File: src/hdl/sap_pkg.sv
// ----------------------------------------------------------------------------
// sap_pkg
// Shared types and constants of the absolute-angle stepper positioner.
// ----------------------------------------------------------------------------
package sap_pkg;

  // Field widths
  localparam int OP_W        = 2;
  localparam int ANGLE_CMD_W = 16;
  localparam int SPR_W       = 16;
  localparam int HP_W        = 16;
  localparam int REMAIN_W    = 16;
  localparam int ANGLE_W     = 9;
  localparam int DEG_W       = 9;
  localparam int CFG_IDX_W   = 2;
  localparam int CFG_DATA_W  = 16;

  // Default for the position register width
  localparam int STEP_BITS_DEF = 16;

  // Operation codes
  localparam logic [OP_W-1:0] OP_ANGLE = 2'd0;
  localparam logic [OP_W-1:0] OP_TICK  = 2'd1;
  localparam logic [OP_W-1:0] OP_STOP  = 2'd2;

  // Configuration register indexes
  localparam logic [CFG_IDX_W-1:0] REG_STEPS_PER_REV = 2'd0;
  localparam logic [CFG_IDX_W-1:0] REG_HALF_PERIOD   = 2'd1;
  localparam logic [CFG_IDX_W-1:0] REG_HOLD_TORQUE   = 2'd2;

  // Configuration reset values
  localparam logic [SPR_W-1:0] SPR_RESET  = 16'd3200;
  localparam logic [HP_W-1:0]  HP_RESET   = 16'd40;
  localparam logic             HOLD_RESET = 1'b1;

  // Motion direction codes
  localparam logic [1:0] RUN_STOP = 2'd0;
  localparam logic [1:0] RUN_CW   = 2'd1;
  localparam logic [1:0] RUN_CCW  = 2'd2;

  // Divider geometry: numerator widths per division kind, divisor width
  localparam int DEG_NUM_W = 17;
  localparam int TGT_NUM_W = 25;
  localparam int ANG_NUM_W = 26;
  localparam int DIV_DEN_W = 17;
  localparam int DIV_QUO_W = 17;

  // Division by 360: drop the factor 8, then multiply by ceil(2^28 / 45)
  localparam int                   RCP_PRE   = 3;
  localparam int                   RCP_MUL_W = 23;
  localparam logic [RCP_MUL_W-1:0] RCP_MUL   = 23'd5965233;
  localparam int                   RCP_SHIFT = 28;

  // Arithmetic constants
  localparam logic [DEG_W-1:0]     DEG_TURN   = 9'd360;
  localparam logic [DEG_NUM_W-1:0] DEG_BIAS   = 17'd352;
  localparam logic [TGT_NUM_W-1:0] TGT_ROUND  = 25'd180;
  localparam logic [9:0]           ANG_SCALE  = 10'd720;

  // Division kinds
  typedef enum logic [1:0] {
    DK_POS,
    DK_DEG,
    DK_TGT,
    DK_ANG
  } div_kind_t;

  // Controller to datapath commands
  typedef struct packed {
    logic      capture;
    logic      div_go;
    div_kind_t kind;
    logic      apply;
    logic      out_load;
  } ctrl_cmd_t;

  // Datapath to controller status
  typedef struct packed {
    logic [OP_W-1:0] op;
    logic            div_done;
  } dp_sts_t;

  // One result transaction
  typedef struct packed {
    logic                pulse;
    logic                direction;
    logic                drive_enable;
    logic                moving;
    logic [REMAIN_W-1:0] steps_left;
    logic [ANGLE_W-1:0]  angle_now;
  } out_item_t;

endpackage

File: src/hdl/sap_intf.sv
// ----------------------------------------------------------------------------
// sap_in_if / sap_out_if
// Valid/ready channels for commands in and status results out.
// ----------------------------------------------------------------------------
interface sap_in_if;
  logic                                valid;
  logic                                ready;
  logic [sap_pkg::OP_W-1:0]            op;
  logic signed [sap_pkg::ANGLE_CMD_W-1:0] angle_cmd;

  modport source (output valid, op, angle_cmd, input ready);
  modport sink (input valid, op, angle_cmd, output ready);
endinterface

interface sap_out_if;
  logic                            valid;
  logic                            ready;
  logic                            pulse;
  logic                            direction;
  logic                            drive_enable;
  logic                            moving;
  logic [sap_pkg::REMAIN_W-1:0]    steps_left;
  logic [sap_pkg::ANGLE_W-1:0]     angle_now;

  modport source (output valid, pulse, direction, drive_enable, moving, steps_left,
                  angle_now, input ready);
  modport sink (input valid, pulse, direction, drive_enable, moving, steps_left,
                angle_now, output ready);
endinterface

File: src/hdl/sap_div.sv
// ----------------------------------------------------------------------------
// sap_div
// Restoring divider, one quotient bit per cycle, numerator left-aligned.
// ----------------------------------------------------------------------------
module sap_div #(
  parameter int NUM_W = sap_pkg::ANG_NUM_W,
  parameter int CNT_W = $clog2(NUM_W + 1)
) (
  input  logic                          clk,
  input  logic                          rst_n,
  input  logic                          start,
  input  logic [NUM_W-1:0]              num,
  input  logic [sap_pkg::DIV_DEN_W-1:0] den,
  input  logic [CNT_W-1:0]              len,
  output logic                          done,
  output logic [sap_pkg::DIV_QUO_W-1:0] quo,
  output logic [sap_pkg::DIV_DEN_W-1:0] rem
);

  localparam int DEN_W = sap_pkg::DIV_DEN_W;
  localparam int QUO_W = sap_pkg::DIV_QUO_W;

  logic             busy_r;
  logic             done_r;
  logic [CNT_W-1:0] cnt_r;
  logic [NUM_W-1:0] num_r;
  logic [DEN_W-1:0] den_r;
  logic [DEN_W-1:0] rem_r;
  logic [QUO_W-1:0] quo_r;

  logic [DEN_W:0]   rem_sh;
  logic [DEN_W:0]   rem_sub;
  logic             fits;
  logic [DEN_W-1:0] rem_nxt;

  // One restoring step: shift in the next numerator bit, subtract if it fits
  always_comb begin
    rem_sh  = {rem_r, num_r[NUM_W-1]};
    rem_sub = rem_sh - {1'b0, den_r};
    fits    = (rem_sh >= {1'b0, den_r});
    rem_nxt = fits ? rem_sub[DEN_W-1:0] : rem_sh[DEN_W-1:0];
  end

  // Sequence control
  always_ff @(posedge clk) begin
    if (!rst_n) begin
      busy_r <= 1'b0;
      done_r <= 1'b0;
      cnt_r  <= '0;
    end else begin
      done_r <= 1'b0;
      if (start) begin
        busy_r <= 1'b1;
        cnt_r  <= len;
      end else if (busy_r) begin
        cnt_r <= cnt_r - CNT_W'(1);
        if (cnt_r == CNT_W'(1)) begin
          busy_r <= 1'b0;
          done_r <= 1'b1;
        end
      end
    end
  end

  // Operands and partial results
  always_ff @(posedge clk) begin
    if (start) begin
      num_r <= num;
      den_r <= den;
      rem_r <= '0;
      quo_r <= '0;
    end else if (busy_r) begin
      num_r <= {num_r[NUM_W-2:0], 1'b0};
      rem_r <= rem_nxt;
      quo_r <= {quo_r[QUO_W-2:0], fits};
    end
  end

  assign done = done_r;
  assign quo  = quo_r;
  assign rem  = rem_r;

endmodule

File: src/hdl/sap_dpath.sv
// ----------------------------------------------------------------------------
// sap_dpath
// Configuration, motion state, shared divider and the result register.
// ----------------------------------------------------------------------------
module sap_dpath #(
  parameter int STEP_BITS = sap_pkg::STEP_BITS_DEF
) (
  input  logic                                   clk,
  input  logic                                   rst_n,
  input  sap_pkg::ctrl_cmd_t                     cmd,
  output sap_pkg::dp_sts_t                       sts,
  input  logic [sap_pkg::OP_W-1:0]               in_op,
  input  logic signed [sap_pkg::ANGLE_CMD_W-1:0] in_angle_cmd,
  input  logic                                   cfg_we,
  input  logic [sap_pkg::CFG_IDX_W-1:0]          cfg_index,
  input  logic [sap_pkg::CFG_DATA_W-1:0]         cfg_data,
  output sap_pkg::out_item_t                     item
);

  localparam int SPR_W     = sap_pkg::SPR_W;
  localparam int HP_W      = sap_pkg::HP_W;
  localparam int REMAIN_W  = sap_pkg::REMAIN_W;
  localparam int DEG_W     = sap_pkg::DEG_W;
  localparam int ANGLE_W   = sap_pkg::ANGLE_W;
  localparam int DEN_W     = sap_pkg::DIV_DEN_W;
  localparam int QUO_W     = sap_pkg::DIV_QUO_W;
  localparam int DEG_NUM_W = sap_pkg::DEG_NUM_W;
  localparam int TGT_NUM_W = sap_pkg::TGT_NUM_W;
  localparam int ANG_NUM_W = sap_pkg::ANG_NUM_W;
  localparam int NUM_W     = (STEP_BITS > ANG_NUM_W) ? STEP_BITS : ANG_NUM_W;
  localparam int CNT_W     = $clog2(NUM_W + 1);
  localparam int RCP_Y_W   = TGT_NUM_W - sap_pkg::RCP_PRE;
  localparam int RCP_P_W   = RCP_Y_W + sap_pkg::RCP_MUL_W;

  // Configuration registers
  logic [SPR_W-1:0] spr_r;
  logic [HP_W-1:0]  hp_r;
  logic             hold_r;

  // Motion state
  logic [STEP_BITS-1:0] pos_r, pos_nxt;
  logic [SPR_W-1:0]     tgt_r, tgt_nxt;
  logic                 known_r, known_nxt;
  logic [REMAIN_W-1:0]  remaining_r, remaining_nxt;
  logic [1:0]           run_dir_r, run_dir_nxt;
  logic                 pulse_r, pulse_nxt;
  logic                 dir_r, dir_nxt;
  logic                 en_r, en_nxt;
  logic [HP_W-1:0]      tick_r, tick_nxt;

  // Per-transaction working registers
  logic [sap_pkg::OP_W-1:0]        op_r;
  logic [sap_pkg::ANGLE_CMD_W-1:0] ang_r;
  logic [SPR_W-1:0]                cur_r;
  logic [DEG_W-1:0]                deg_r;
  logic [QUO_W-1:0]                tq_r;
  logic [ANGLE_W-1:0]              angle_r;
  sap_pkg::div_kind_t              kind_r;
  sap_pkg::out_item_t              item_r;

  // Divider hookup
  logic [NUM_W-1:0] div_num;
  logic [DEN_W-1:0] div_den;
  logic [CNT_W-1:0] div_len;
  logic             sdiv_go;
  logic             sdiv_done;
  logic             div_done;
  logic [QUO_W-1:0] div_quo;
  logic [DEN_W-1:0] div_rem;

  // Division by 360 through the reciprocal
  logic                 rcp_go;
  logic [TGT_NUM_W-1:0] rcp_num;
  logic [RCP_Y_W-1:0]   rcp_y_r;
  logic [DEG_W-1:0]     rcp_x_r;
  logic                 rcp_busy_r;
  logic                 rcp_done_r;
  logic [RCP_P_W-1:0]   rcp_prod;
  logic [QUO_W-1:0]     rcp_q_r;
  logic [DEG_W-1:0]     rcp_rem;

  // Derived values
  logic [SPR_W-1:0]     spr_eff;
  logic [HP_W-1:0]      hp_eff;
  logic [DEG_NUM_W-1:0] deg_num;
  logic [TGT_NUM_W-1:0] tgt_num;
  logic [ANG_NUM_W-1:0] ang_num;
  logic [QUO_W-1:0]     tq_red;
  logic [SPR_W-1:0]     t_new;
  logic [SPR_W:0]       diff_w;
  logic [SPR_W-1:0]     diff;
  logic                 far;
  logic                 repeat_cmd;
  logic [HP_W-1:0]      tick_inc;
  logic                 hp_end;
  logic [SPR_W-1:0]     p_step;
  logic [ANGLE_W-1:0]   q_ang;

  // Clamp the degenerate register values
  assign spr_eff = (spr_r < SPR_W'(2)) ? SPR_W'(2) : spr_r;
  assign hp_eff  = (hp_r == '0) ? HP_W'(1) : hp_r;

  // Numerators: biased angle, scaled target, scaled position
  assign deg_num = {1'b0, ~ang_r[sap_pkg::ANGLE_CMD_W-1], ang_r[sap_pkg::ANGLE_CMD_W-2:0]}
                   + sap_pkg::DEG_BIAS;
  assign tgt_num = TGT_NUM_W'(deg_r) * TGT_NUM_W'(spr_eff) + sap_pkg::TGT_ROUND;
  assign ang_num = ANG_NUM_W'(cur_r) * ANG_NUM_W'(sap_pkg::ANG_SCALE) + ANG_NUM_W'(spr_eff);

  // Route reductions by steps_per_rev to the serial divider, by 360 to the reciprocal
  assign sdiv_go = cmd.div_go &&
                   ((cmd.kind == sap_pkg::DK_POS) || (cmd.kind == sap_pkg::DK_ANG));
  assign rcp_go  = cmd.div_go && !sdiv_go;

  // Select and left-align the operands of the next serial division
  always_comb begin
    if (cmd.kind == sap_pkg::DK_POS) begin
      div_num = NUM_W'(pos_r) << (NUM_W - STEP_BITS);
      div_den = {1'b0, spr_eff};
      div_len = CNT_W'(STEP_BITS);
    end else begin
      div_num = NUM_W'(ang_num) << (NUM_W - ANG_NUM_W);
      div_den = {spr_eff, 1'b0};
      div_len = CNT_W'(ANG_NUM_W);
    end
  end

  sap_div #(
    .NUM_W (NUM_W),
    .CNT_W (CNT_W)
  ) u_div (
    .clk   (clk),
    .rst_n (rst_n),
    .start (sdiv_go),
    .num   (div_num),
    .den   (div_den),
    .len   (div_len),
    .done  (sdiv_done),
    .quo   (div_quo),
    .rem   (div_rem)
  );

  // Divide by 360: drop the factor 8, multiply by the reciprocal of 45
  assign rcp_num  = (cmd.kind == sap_pkg::DK_DEG) ? TGT_NUM_W'(deg_num) : tgt_num;
  assign rcp_prod = RCP_P_W'(rcp_y_r) * RCP_P_W'(sap_pkg::RCP_MUL);
  assign rcp_rem  = rcp_x_r - DEG_W'(rcp_q_r[DEG_W-1:0] * sap_pkg::DEG_TURN);

  // Reciprocal sequence: load, multiply, then flag the quotient ready
  always_ff @(posedge clk) begin
    if (!rst_n) begin
      rcp_busy_r <= 1'b0;
      rcp_done_r <= 1'b0;
    end else begin
      rcp_busy_r <= rcp_go;
      rcp_done_r <= rcp_busy_r;
    end
  end

  always_ff @(posedge clk) begin
    if (rcp_go) begin
      rcp_y_r <= rcp_num[TGT_NUM_W-1:sap_pkg::RCP_PRE];
      rcp_x_r <= rcp_num[DEG_W-1:0];
    end
    if (rcp_busy_r) begin
      rcp_q_r <= rcp_prod[sap_pkg::RCP_SHIFT +: QUO_W];
    end
  end

  assign div_done = sdiv_done || rcp_done_r;

  // Angle command: reduce target into the revolution, pick the shorter way
  always_comb begin
    tq_red     = (tq_r >= {1'b0, spr_eff}) ? (tq_r - {1'b0, spr_eff}) : tq_r;
    t_new      = tq_red[SPR_W-1:0];
    diff_w     = (t_new >= cur_r) ? ({1'b0, t_new} - {1'b0, cur_r})
                                  : ({1'b0, t_new} + {1'b0, spr_eff} - {1'b0, cur_r});
    diff       = diff_w[SPR_W-1:0];
    far        = (diff > (spr_eff >> 1));
    repeat_cmd = known_r && (tgt_r == t_new) && (remaining_r != '0);
  end

  // Timer tick: half-period end and the position after one step
  always_comb begin
    tick_inc = tick_r + HP_W'(1);
    hp_end   = (tick_inc >= hp_eff) || (tick_inc == '0);
    if (run_dir_r == sap_pkg::RUN_CW) begin
      p_step = (({1'b0, cur_r} + (SPR_W + 1)'(1)) >= {1'b0, spr_eff}) ? '0
                                                                     : cur_r + SPR_W'(1);
    end else begin
      p_step = (cur_r == '0) ? spr_eff - SPR_W'(1) : cur_r - SPR_W'(1);
    end
  end

  // Next motion state
  always_comb begin
    pos_nxt       = pos_r;
    tgt_nxt       = tgt_r;
    known_nxt     = known_r;
    remaining_nxt = remaining_r;
    run_dir_nxt   = run_dir_r;
    pulse_nxt     = pulse_r;
    dir_nxt       = dir_r;
    en_nxt        = en_r;
    tick_nxt      = tick_r;
    if (cmd.apply) begin
      case (op_r)
        sap_pkg::OP_ANGLE: begin
          if (!repeat_cmd) begin
            tgt_nxt   = t_new;
            known_nxt = 1'b1;
            if (diff != '0) begin
              if (far) begin
                run_dir_nxt   = sap_pkg::RUN_CCW;
                dir_nxt       = 1'b1;
                remaining_nxt = REMAIN_W'(spr_eff - diff);
              end else begin
                run_dir_nxt   = sap_pkg::RUN_CW;
                dir_nxt       = 1'b0;
                remaining_nxt = REMAIN_W'(diff);
              end
              en_nxt = 1'b1;
            end
          end
        end
        sap_pkg::OP_TICK: begin
          tick_nxt = hp_end ? '0 : tick_inc;
          if (hp_end) begin
            if ((run_dir_r == sap_pkg::RUN_STOP) || (remaining_r == '0)) begin
              pulse_nxt = 1'b0;
            end else if (!pulse_r) begin
              pulse_nxt = 1'b1;
            end else begin
              // Falling edge: count one step
              pulse_nxt     = 1'b0;
              remaining_nxt = remaining_r - REMAIN_W'(1);
              pos_nxt       = STEP_BITS'(p_step);
              if (remaining_r == REMAIN_W'(1)) begin
                run_dir_nxt = sap_pkg::RUN_STOP;
                if (known_r) begin
                  pos_nxt = STEP_BITS'(tgt_r);
                end
                if (!hold_r) begin
                  en_nxt = 1'b0;
                end
              end
            end
          end
        end
        sap_pkg::OP_STOP: begin
          run_dir_nxt   = sap_pkg::RUN_STOP;
          remaining_nxt = '0;
          en_nxt        = 1'b0;
        end
        default: begin
        end
      endcase
    end
  end

  // Configuration and motion state registers
  always_ff @(posedge clk) begin
    if (!rst_n) begin
      spr_r       <= sap_pkg::SPR_RESET;
      hp_r        <= sap_pkg::HP_RESET;
      hold_r      <= sap_pkg::HOLD_RESET;
      pos_r       <= '0;
      tgt_r       <= '0;
      known_r     <= 1'b0;
      remaining_r <= '0;
      run_dir_r   <= sap_pkg::RUN_STOP;
      pulse_r     <= 1'b0;
      dir_r       <= 1'b0;
      en_r        <= 1'b0;
      tick_r      <= '0;
    end else begin
      if (cfg_we) begin
        case (cfg_index)
          sap_pkg::REG_STEPS_PER_REV: spr_r  <= cfg_data[SPR_W-1:0];
          sap_pkg::REG_HALF_PERIOD:   hp_r   <= cfg_data[HP_W-1:0];
          sap_pkg::REG_HOLD_TORQUE:   hold_r <= cfg_data[0];
          default: begin
          end
        endcase
      end
      pos_r       <= pos_nxt;
      tgt_r       <= tgt_nxt;
      known_r     <= known_nxt;
      remaining_r <= remaining_nxt;
      run_dir_r   <= run_dir_nxt;
      pulse_r     <= pulse_nxt;
      dir_r       <= dir_nxt;
      en_r        <= en_nxt;
      tick_r      <= tick_nxt;
    end
  end

  // Divider results: store per kind
  assign q_ang = div_quo[ANGLE_W-1:0];

  always_ff @(posedge clk) begin
    if (cmd.capture) begin
      op_r  <= in_op;
      ang_r <= in_angle_cmd;
    end
    if (cmd.div_go) begin
      kind_r <= cmd.kind;
    end
    if (div_done) begin
      case (kind_r)
        sap_pkg::DK_POS: cur_r <= div_rem[SPR_W-1:0];
        sap_pkg::DK_DEG: deg_r <= rcp_rem;
        sap_pkg::DK_TGT: tq_r  <= rcp_q_r;
        default: begin
          angle_r <= (q_ang >= ANGLE_W'(sap_pkg::DEG_TURN)) ?
                     q_ang - ANGLE_W'(sap_pkg::DEG_TURN) : q_ang;
        end
      endcase
    end
    // Result register
    if (cmd.out_load) begin
      item_r.pulse        <= pulse_r;
      item_r.direction    <= dir_r;
      item_r.drive_enable <= en_r;
      item_r.moving       <= (remaining_r != '0) && (run_dir_r != sap_pkg::RUN_STOP);
      item_r.steps_left   <= remaining_r;
      item_r.angle_now    <= angle_r;
    end
  end

  assign item         = item_r;
  assign sts.op       = op_r;
  assign sts.div_done = div_done;

endmodule

File: src/hdl/sap_ctrl.sv
// ----------------------------------------------------------------------------
// sap_ctrl
// Sequencer: runs the divisions, applies the operation, hands off the result.
// ----------------------------------------------------------------------------
module sap_ctrl (
  input  logic               clk,
  input  logic               rst_n,
  input  logic               in_valid,
  output logic               in_ready,
  output logic               out_valid,
  input  logic               out_ready,
  input  sap_pkg::dp_sts_t   sts,
  output sap_pkg::ctrl_cmd_t cmd
);

  typedef enum logic [2:0] {
    ST_IDLE,
    ST_DIV_GO,
    ST_DIV_WAIT,
    ST_APPLY,
    ST_OUT
  } state_t;

  state_t             state_r, state_nxt;
  sap_pkg::div_kind_t kind_r, kind_nxt;
  logic               late_r, late_nxt;
  logic               out_valid_r, out_valid_nxt;
  logic               load;

  assign in_ready = (state_r == ST_IDLE);
  assign load     = (state_r == ST_OUT) && (!out_valid_r || out_ready);

  // Commands to the datapath
  always_comb begin
    cmd.capture  = in_valid && in_ready;
    cmd.div_go   = (state_r == ST_DIV_GO);
    cmd.kind     = kind_r;
    cmd.apply    = (state_r == ST_APPLY);
    cmd.out_load = load;
  end

  // Next state
  always_comb begin
    state_nxt     = state_r;
    kind_nxt      = kind_r;
    late_nxt      = late_r;
    out_valid_nxt = out_valid_r;
    if (out_valid_r && out_ready) begin
      out_valid_nxt = 1'b0;
    end
    unique case (state_r)
      ST_IDLE: begin
        if (in_valid) begin
          state_nxt = ST_DIV_GO;
          kind_nxt  = sap_pkg::DK_POS;
          late_nxt  = 1'b0;
        end
      end
      ST_DIV_GO: begin
        state_nxt = ST_DIV_WAIT;
      end
      ST_DIV_WAIT: begin
        if (sts.div_done) begin
          unique case (kind_r)
            sap_pkg::DK_POS: begin
              if (late_r) begin
                state_nxt = ST_DIV_GO;
                kind_nxt  = sap_pkg::DK_ANG;
              end else if (sts.op == sap_pkg::OP_ANGLE) begin
                state_nxt = ST_DIV_GO;
                kind_nxt  = sap_pkg::DK_DEG;
              end else begin
                state_nxt = ST_APPLY;
              end
            end
            sap_pkg::DK_DEG: begin
              state_nxt = ST_DIV_GO;
              kind_nxt  = sap_pkg::DK_TGT;
            end
            sap_pkg::DK_TGT: state_nxt = ST_APPLY;
            sap_pkg::DK_ANG: state_nxt = ST_OUT;
            default: state_nxt = ST_OUT;
          endcase
        end
      end
      ST_APPLY: begin
        // Re-reduce the new position for the reported angle
        state_nxt = ST_DIV_GO;
        kind_nxt  = sap_pkg::DK_POS;
        late_nxt  = 1'b1;
      end
      ST_OUT: begin
        if (load) begin
          out_valid_nxt = 1'b1;
          state_nxt     = ST_IDLE;
        end
      end
      default: state_nxt = ST_IDLE;
    endcase
  end

  // State and registered outputs
  always_ff @(posedge clk) begin
    if (!rst_n) begin
      state_r     <= ST_IDLE;
      kind_r      <= sap_pkg::DK_POS;
      late_r      <= 1'b0;
      out_valid_r <= 1'b0;
    end else begin
      state_r     <= state_nxt;
      kind_r      <= kind_nxt;
      late_r      <= late_nxt;
      out_valid_r <= out_valid_nxt;
    end
  end

  assign out_valid = out_valid_r;

endmodule

File: src/hdl/stepper_absolute_angle_positioner.sv
// One transaction at a time; the next is taken in the cycle after the result is
// registered at the earliest.
// Synchronous active-low reset: motor stopped, driver off, position zero,
// registers back to 3200 steps, 40 ticks, hold on.
// ----------------------------------------------------------------------------
// stepper_absolute_angle_positioner
// Step/direction positioner: converts absolute angle commands to step moves
// and steps the motor on divided timer ticks.
// ----------------------------------------------------------------------------
module stepper_absolute_angle_positioner #(
  parameter int STEP_BITS = sap_pkg::STEP_BITS_DEF
) (
  input  logic                           clk,
  input  logic                           rst_n,
  sap_in_if.sink                         in_ch,
  sap_out_if.source                      out_ch,
  input  logic                           cfg_we,
  input  logic [sap_pkg::CFG_IDX_W-1:0]  cfg_index,
  input  logic [sap_pkg::CFG_DATA_W-1:0] cfg_data
);

  sap_pkg::ctrl_cmd_t cmd;
  sap_pkg::dp_sts_t   sts;
  sap_pkg::out_item_t item;
  logic               in_ready;
  logic               out_valid;

  sap_ctrl u_ctrl (
    .clk       (clk),
    .rst_n     (rst_n),
    .in_valid  (in_ch.valid),
    .in_ready  (in_ready),
    .out_valid (out_valid),
    .out_ready (out_ch.ready),
    .sts       (sts),
    .cmd       (cmd)
  );

  sap_dpath #(
    .STEP_BITS (STEP_BITS)
  ) u_dpath (
    .clk          (clk),
    .rst_n        (rst_n),
    .cmd          (cmd),
    .sts          (sts),
    .in_op        (in_ch.op),
    .in_angle_cmd (in_ch.angle_cmd),
    .cfg_we       (cfg_we),
    .cfg_index    (cfg_index),
    .cfg_data     (cfg_data),
    .item         (item)
  );

  // Drive the channels
  assign in_ch.ready         = in_ready;
  assign out_ch.valid        = out_valid;
  assign out_ch.pulse        = item.pulse;
  assign out_ch.direction    = item.direction;
  assign out_ch.drive_enable = item.drive_enable;
  assign out_ch.moving       = item.moving;
  assign out_ch.steps_left   = item.steps_left;
  assign out_ch.angle_now    = item.angle_now;

endmodule

File: src/flat_wrapper.sv
// flat-port wrapper written by rule: the top's interface ports become plain ports
module stepper_absolute_angle_positioner_flat 
#(
  parameter int STEP_BITS = sap_pkg::STEP_BITS_DEF
)
  (clk, rst_n, cfg_we, cfg_index, cfg_data, in_ch_valid, in_ch_op, in_ch_angle_cmd, in_ch_ready, out_ch_valid, out_ch_pulse, out_ch_direction, out_ch_drive_enable, out_ch_moving, out_ch_steps_left, out_ch_angle_now, out_ch_ready);
  sap_in_if in_ch_i ();
  sap_out_if out_ch_i ();
  input  logic clk;
  input  logic rst_n;
  input  logic cfg_we;
  input  logic [sap_pkg::CFG_IDX_W-1:0] cfg_index;
  input  logic [sap_pkg::CFG_DATA_W-1:0] cfg_data;
  input wire logic [$bits(in_ch_i.valid)-1:0] in_ch_valid;
  input wire logic [$bits(in_ch_i.op)-1:0] in_ch_op;
  input wire logic [$bits(in_ch_i.angle_cmd)-1:0] in_ch_angle_cmd;
  output wire logic [$bits(in_ch_i.ready)-1:0] in_ch_ready;
  output wire logic [$bits(out_ch_i.valid)-1:0] out_ch_valid;
  output wire logic [$bits(out_ch_i.pulse)-1:0] out_ch_pulse;
  output wire logic [$bits(out_ch_i.direction)-1:0] out_ch_direction;
  output wire logic [$bits(out_ch_i.drive_enable)-1:0] out_ch_drive_enable;
  output wire logic [$bits(out_ch_i.moving)-1:0] out_ch_moving;
  output wire logic [$bits(out_ch_i.steps_left)-1:0] out_ch_steps_left;
  output wire logic [$bits(out_ch_i.angle_now)-1:0] out_ch_angle_now;
  input wire logic [$bits(out_ch_i.ready)-1:0] out_ch_ready;
  assign in_ch_i.valid = in_ch_valid;
  assign in_ch_i.op = in_ch_op;
  assign in_ch_i.angle_cmd = in_ch_angle_cmd;
  assign in_ch_ready = in_ch_i.ready;
  assign out_ch_valid = out_ch_i.valid;
  assign out_ch_pulse = out_ch_i.pulse;
  assign out_ch_direction = out_ch_i.direction;
  assign out_ch_drive_enable = out_ch_i.drive_enable;
  assign out_ch_moving = out_ch_i.moving;
  assign out_ch_steps_left = out_ch_i.steps_left;
  assign out_ch_angle_now = out_ch_i.angle_now;
  assign out_ch_i.ready = out_ch_ready;
  stepper_absolute_angle_positioner #(.STEP_BITS(STEP_BITS)) u_core (.clk(clk), .rst_n(rst_n), .in_ch(in_ch_i), .out_ch(out_ch_i), .cfg_we(cfg_we), .cfg_index(cfg_index), .cfg_data(cfg_data));
endmodule
File: config.mk
export PLATFORM = sky130hd
export DESIGN_NAME = stepper_absolute_angle_positioner_flat
export DESIGN_NICKNAME = d
export VERILOG_FILES = /design/src/hdl/sap_pkg.sv /design/src/hdl/sap_intf.sv /design/src/hdl/sap_div.sv /design/src/hdl/sap_dpath.sv /design/src/hdl/sap_ctrl.sv /design/src/hdl/stepper_absolute_angle_positioner.sv /design/src/flat_wrapper.sv
export SDC_FILE = /design/constraint.sdc
export NUM_CORES = 2
export LEC_CHECK = 0
export ABC_AREA = 1
export BUFFER_PORTS_ARGS = -buffer_cell sky130_fd_sc_hd__buf_4
export CORE_MARGIN = 2
export CORE_UTILIZATION = 65
export CTS_CLUSTER_DIAMETER = 30
export DETAILED_ROUTE_END_ITERATION = 8
export PLACE_DENSITY_LB_ADDON = 0.05
export SLEW_MARGIN = 25
export SYNTH_ARGS = -nofsm -noshare
export SYNTH_HDL_FRONTEND = slang
export SYNTH_HIERARCHICAL = 1
export SYNTH_SLANG_ARGS = --single-unit
File: constraint.sdc
create_clock -name clk -period 7.25 [get_ports clk]
set_input_delay 0.725 -clock clk [delete_from_list [all_inputs] [get_ports clk]]
set_output_delay 0.725 -clock clk [all_outputs]
set_load 0.05 [all_outputs]
* Yosys cells after proc, flatten, opt, wreduce, memory -nomap -nowiden
Cells that the tools add are included.
** Word-level totals
- Bits in registers :: 336
- Bits of input ports :: 41
- Word-level logic and storage cells :: 229
** Operators by class
- Add/sub/neg operators :: 18
- $mul :: 4
- Order comparisons :: 8
- Equality and inequality tests :: 29
- Mux-type cells :: 68
- Bitwise gates (word level) :: 6
- Reduce and logical (&&, ||, !) cells :: 52
** Operators by type and width (count)
- 16-bit two-way mux :: 17
- 26-bit two-way mux :: 3
- 16-bit zero test :: 4
- 16-bit subtractor :: 4
- 16-bit one-hot mux with 3 select lines :: 1
- 16-bit by 1-bit subtractor with 16-bit output, second input constant :: 3
- 22-bit by 23-bit multiplier with 45-bit output, second input constant :: 1
- 17-bit by 16-bit greater-or-equal comparator with 1-bit output :: 2
- 17-bit two-way mux :: 2
- 16-bit by 1-bit adder with 16-bit output, second input constant :: 2
- 16-bit greater-or-equal comparator :: 2
- 16-bit nonzero test :: 2
- 26-bit by 16-bit adder with 26-bit output :: 1
- 2-bit two-way mux :: 13
- 25-bit by 8-bit adder with 25-bit output, second input constant :: 1
- 9-bit by 16-bit multiplier with 25-bit output :: 1
- 16-bit by 6-bit multiplier with 22-bit output, second input constant :: 1
- 2-bit inequality test, second input constant :: 10
- 18-bit by 17-bit greater-or-equal comparator with 1-bit output :: 1
- 1-bit two-way mux :: 18
- 2-bit AND reduction :: 9
- 16-bit by 1-bit adder with 17-bit output, second input constant :: 1
- 16-bit by 9-bit adder with 17-bit output, second input constant :: 1
- 17-bit subtractor :: 1
- other kinds (43) :: 84

* Logic depth before layout (Yosys ltp)
- Depth after elaboration :: 12
- Mapped depth :: 54
- Gate-level depth less buffers :: 51

* By module
Netlist, hierarchy kept.
** By module, submodules not included
- sap_dpath :: times used 1, cells each 4153, area an instance 31727.9 µm²
- sap_div :: times used 1, cells each 589, area an instance 4491.8 µm²
- sap_ctrl :: times used 1, cells each 66, area an instance 424.2 µm²

* Worst setup path after synthesis
OpenSTA, ideal clock, no wires.
- Kind :: register to register
- Start point :: register u_core.u_dpath.spr_r[15]
- End point :: register u_core.u_dpath.remaining_r[8]
- Setup time :: 0.064 ns
- Arrival time :: 6.078 ns
- Data required time :: 7.186 ns
- Slack :: 1.108 ns
- Stages on the path, launching flop included :: 47
- Cells stage by stage :: dfxtp_1 -> inv_1 -> nand4_1 -> nor2_1 -> nand3_1 -> nand2_1 -> clkbuf_1 -> inv_1 -> ha_1 -> fa_1 -> inv_1 -> nand2_1 -> nand3_1 -> nand2_1 -> nand3b_1 -> nand2_1 -> inv_1 -> nand2_1 -> [... 11 more ...] -> o21ai_0 -> nand2_1 -> inv_1 -> ha_1 -> nand2_1 -> nor2_1 -> nand4_1 -> or4_1 -> nand2_1 -> nand2_2 -> nor2_4 -> buf_4 -> nand2_1 -> nand2_1 -> inv_1 -> nand2_1 -> nor2_1 -> nor2_1
** On the way
- Word-level cells in the longest chain between the ends :: 12
** RTL lines
- from (decl) :: RTL line sap_dpath.sv:36 : logic [SPR_W-1:0] spr_r;
- from (signal assigned) :: RTL line sap_dpath.sv:262 : spr_r <= sap_pkg::SPR_RESET;
- from (signal assigned) :: RTL line sap_dpath.sv:277 : sap_pkg::REG_STEPS_PER_REV: spr_r <= cfg_data[SPR_W-1:0];
- 16-bit by 2-bit less-than comparator with 1-bit output :: RTL line sap_dpath.sv:100 : assign spr_eff = (spr_r < SPR_W'(2)) ? SPR_W'(2) : spr_r;
- 16-bit two-way mux (*) :: RTL line sap_dpath.sv:100
- 16-bit subtractor or 17-bit by 16-bit greater-or-equal comparator with 1-bit output (tied branches) :: RTL line sap_dpath.sv:172 : tq_red = (tq_r >= {1'b0, spr_eff}) ? (tq_r - {1'b0, spr_eff}) : tq_r;
- 16-bit two-way mux (*) :: RTL line sap_dpath.sv:172
- via u_core.u_dpath.tq_red[8] :: RTL line sap_dpath.sv:88 : logic [QUO_W-1:0] tq_red;
- 16-bit adder :: RTL line sap_dpath.sv:175 : : ({1'b0, t_new} + {1'b0, spr_eff} - {1'b0, cur_r});
- 16-bit subtractor :: RTL line sap_dpath.sv:175
- 16-bit two-way mux :: RTL line sap_dpath.sv:174 : diff_w = (t_new >= cur_r) ? ({1'b0, t_new} - {1'b0, cur_r})
- 16-bit subtractor or 16-bit by 15-bit greater-than comparator with 1-bit output (tied branches) :: RTL line sap_dpath.sv:214, sap_dpath.sv:177
- 16-bit two-way mux :: RTL line sap_dpath.sv:211 : if (far) begin
- 16-bit two-way mux :: RTL line sap_dpath.sv:210 : if (diff != '0) begin
- 16-bit two-way mux :: RTL line sap_dpath.sv:207 : if (!repeat_cmd) begin
- 16-bit one-hot mux with 3 select lines :: RTL line sap_dpath.sv:205 : case (op_r)
- to (signal assigned) :: RTL line sap_dpath.sv:287 : remaining_r <= remaining_nxt;
- to (decl) :: RTL line sap_dpath.sv:44 : logic [REMAIN_W-1:0] remaining_r, remaining_nxt;
Mark *: on every way through the listed nets, which the timed path passes. The rest lies on a longest branch. The select of a mux whose other input is x is not followed.
A chain may end at the register's enable or synchronous reset.

* Final worst setup path
- Start point :: register u_core.u_dpath.spr_r[12]
- End point :: register u_core.u_dpath.remaining_r[2]
** On the way
- Word-level cells in the longest chain between the ends :: 12
** RTL lines
- 16-bit by 2-bit less-than comparator with 1-bit output :: RTL line sap_dpath.sv:100
- 16-bit two-way mux (*) :: RTL line sap_dpath.sv:100
- 16-bit subtractor or 17-bit by 16-bit greater-or-equal comparator with 1-bit output (tied branches) :: RTL line sap_dpath.sv:172
- 16-bit two-way mux (*) :: RTL line sap_dpath.sv:172
- via u_core.u_dpath.tq_red[8] :: RTL line sap_dpath.sv:88
- 16-bit adder :: RTL line sap_dpath.sv:175
- 16-bit subtractor :: RTL line sap_dpath.sv:175
- 16-bit two-way mux :: RTL line sap_dpath.sv:174
- 16-bit by 15-bit greater-than comparator with 1-bit output :: RTL line sap_dpath.sv:177 : far = (diff > (spr_eff >> 1));
- 16-bit two-way mux :: RTL line sap_dpath.sv:211
- 16-bit two-way mux :: RTL line sap_dpath.sv:210
- 16-bit two-way mux :: RTL line sap_dpath.sv:207
- 16-bit one-hot mux with 3 select lines :: RTL line sap_dpath.sv:205
Marked as above.

==> parameters.txt <==
Parameter                              Value

Cells and area
  Nets@finish ... 5638
  Final design utilization ... 0.7344
  Area added between synthesis and finish ... 11.35%
  Post-route non-filler standard cell count ... 5686
  Count of fill cells added during filler insertion ... 4512
  Layout cells sized above 1 ... 0.06826
  Final instance area ... 40540 sq um

GRT
  Antenna violations before repair ... 2
  Number of global-route vias before repair ... 31120
  Maximum number of pins on one net before global-route repair ... 74
  Total Routing Usage GR ... 0.3696
  Congestion Overflow GR ... 0
  Global-route wire length before repair ... 165.3 mm

STA
  Max transition margin ... 0.3336
  RSZ-0062 raised after global routing ... false
  Slew at the pin closest to its max-slew limit ... 0.9996 ns
  Hold Violations, Final ... 0
  Final-report max-slew violation count ... 0
  Min cycle time layout ... 6.617 ns
  Final total negative setup slack ... 0 ns
  Highest achievable clock rate ... 151.1 MHz
  Final worst-path cycle share ... 0.9127
  Clock skew after layout ... 0.05692 ns
  Final setup violation count ... 0

Placed design
  HPWL Detailed ... 82.82 mm
  Global placer's final weighted congestion ... 1.067
  Post-Place Cells ... 5538
  Count of buffers from port buffering ... 71
  Placement Cell Area ... 37700 sq um

Die
  Die area ... 57920 sq um
  Die H ... 240.7 microns
  DIE WIDTH ... 240.7 microns
  Starting density of the core ... 0.6595
  Placeable core region ... 55200 sq um
  FP Rows ... 86
  Number of placed I/O pins ... 72

Setup path
  Crit path kind ... register to register
  Number of cells traversed by the worst register-to-register path ... 45
  Most common cell type on the critical path ... nand2_1
  Critical path data arrival time ... 7.20 ns
  Source of the worst register-to-register timing path ... u_core/u_dpath/spr_r[12]
  Biggest fanout along the worst timing path ... 16
  Capturing point of the worst reg2reg path ... u_core/u_dpath/remaining_r[2]
  Required time of the critical path ... 7.83 ns
  Type of element capturing the critical path ... register
  Max stage delay on crit path ... 0.61 ns
  Reg-to-reg setup timing slack ... 0.63 ns
  Slowest cell on the critical path ... a21oi_2
  Type of origin of the critical path ... register

Routing
  First-iteration detailed-routing DRC count ... 2667
  Post-detailed-route count of antenna-violating nets ... 0
  Via-per-instance ratio ... 5.630
  First-pass DRT Iterations ... 8
  Final routed wire length divided by cell count ... 18.57 microns
  Detailed Route WL ... 105.6 mm
  Count of unresolved DRC violations after routing ... 0
  Via total after detailed routing ... 32020

CTS
  Clock-pin slew of the registers on the worst-case setup and hold paths ... 0.05 ns
  Worst-case clock buffer depth ... 3
  Clock Latency Late Sink ... 0.64 ns
  Hold bufs inserted after CTS ... 0
  CTS sink count ... 330
  CTS H-tree depth ... 3
  Clock tree from TritonCTS ... yes
  TritonCTS Buffers ... 78
  CTS Root Buffer Type ... clkbuf_16

Min path
  Path class of the lowest-slack min-delay path ... primary input to register
  Number of instances on the worst hold path ... 1
  Hold endpoint ... u_core/u_dpath/ang_r[0]
  Hold Startpoint ... in_ch_angle_cmd[0]

Run
  Max-capacitance violation count ... 0

Run status
  Result of the run ... completed

Synthesis
  Post-synthesis instance area ... 36400 sq um
  Count of warnings emitted by yosys ... 6
  Syn_area_per_cell ... 7.610 sq um
  Syn Inst Count ... 4784
repair_timing:
| item | CTS | global route |
|---|---|---|
| resized for setup | 0 | 0 |
| endpoints found under the hold margin | 0 | 0 |
| setup buffers | 0 | 1 |
| endpoints found under the setup margin | 0 | 2 |
cell usage in the layout, fill, tap and decap left out, drive strengths merged, types with 47 or more instances in the layout:
master	n
edfxtp	185
nand4	57
inv	958
ha	450
clkbuf	94
nand3	245
xnor2	47
nand2	1211
xor2	87
nor2	325
dfxtp	145
a21oi	259
fa	276
buf	124
o21ai	210
flip-flops by register name (all words and copies together) (netlist names), 17 cells and up:
name,cells
u_core/u_dpath/item,29
u_core/u_dpath/rcp_q_r,17
u_core/u_dpath/rcp_y_r,22
u_core/u_dpath/u_div/den_r,17
u_core/u_dpath/u_div/num_r,26
u_core/u_dpath/tq_r,17
u_core/u_dpath/u_div/rem,17
cell type report:
class,count,area (sq um),share of cell area
Sequential cell,330,8458,0.2086
Antenna cell,1,2.502,0.00006173
Tap cell,748,935.9,0.02309
Clock inverter,52,685.7,0.01691
Inverter,945,3547,0.08750
Timing Repair Buffer,124,943.4,0.02327
Multi-Input combinational cell,3392,23840,0.5881
Clock buffer,94,2126,0.05244
through the flow:
stage	hold WS, ns	worst slack [ns]
after global routing	0.2570	0.01560
after CTS	0.2360	0.7261
after global placement	0.4002	0.8632
final	0.2645	0.6330
after floorplan	0.4003	1.108
after detailed placement	0.4054	0.7354
layer usage:
layer,GRT usage,vias up,share of wire
met2,0.5992,1419,0.46
met5,0,-,0.000076
met3,0.06863,302,0.088
met4,0.2001,2,0.057
li1,-,15420,-
met1,0.4701,14880,0.40
how the worst max path moves through the flow:
stage | slack, ns | end | from
6_report | 0.63 | u_core/u_dpath/remaining_r[2] | u_core/u_dpath/spr_r[12]
3_3_place_gp | 0.86 | u_core/u_dpath/remaining_r[11] | u_core/u_dpath/spr_r[4]
5_1_grt | 0.02 | u_core/u_dpath/remaining_r[5] | u_core/u_dpath/spr_r[4]
4_1_cts | 0.73 | u_core/u_dpath/remaining_r[11] | u_core/u_dpath/spr_r[12]
2_1_floorplan | 1.11 | u_core/u_dpath/remaining_r[8] | u_core/u_dpath/spr_r[15]
3_5_place_dp | 0.74 | u_core/u_dpath/remaining_r[13] | u_core/u_dpath/spr_r[12]
worst max-delay path: cells and delay by family, from the launching register on:
kind | cells | cell delay (ns)
simple gates | 28 | 2.68
flops | 1 | 0.30
buf+inv | 7 | 0.48
compound gates | 5 | 1.30
fa+ha+maj | 5 | 1.75
Power is left out: the tool's default activity adds up to more than one toggle a clock period on the data nets, which glitch-free logic cannot reach.
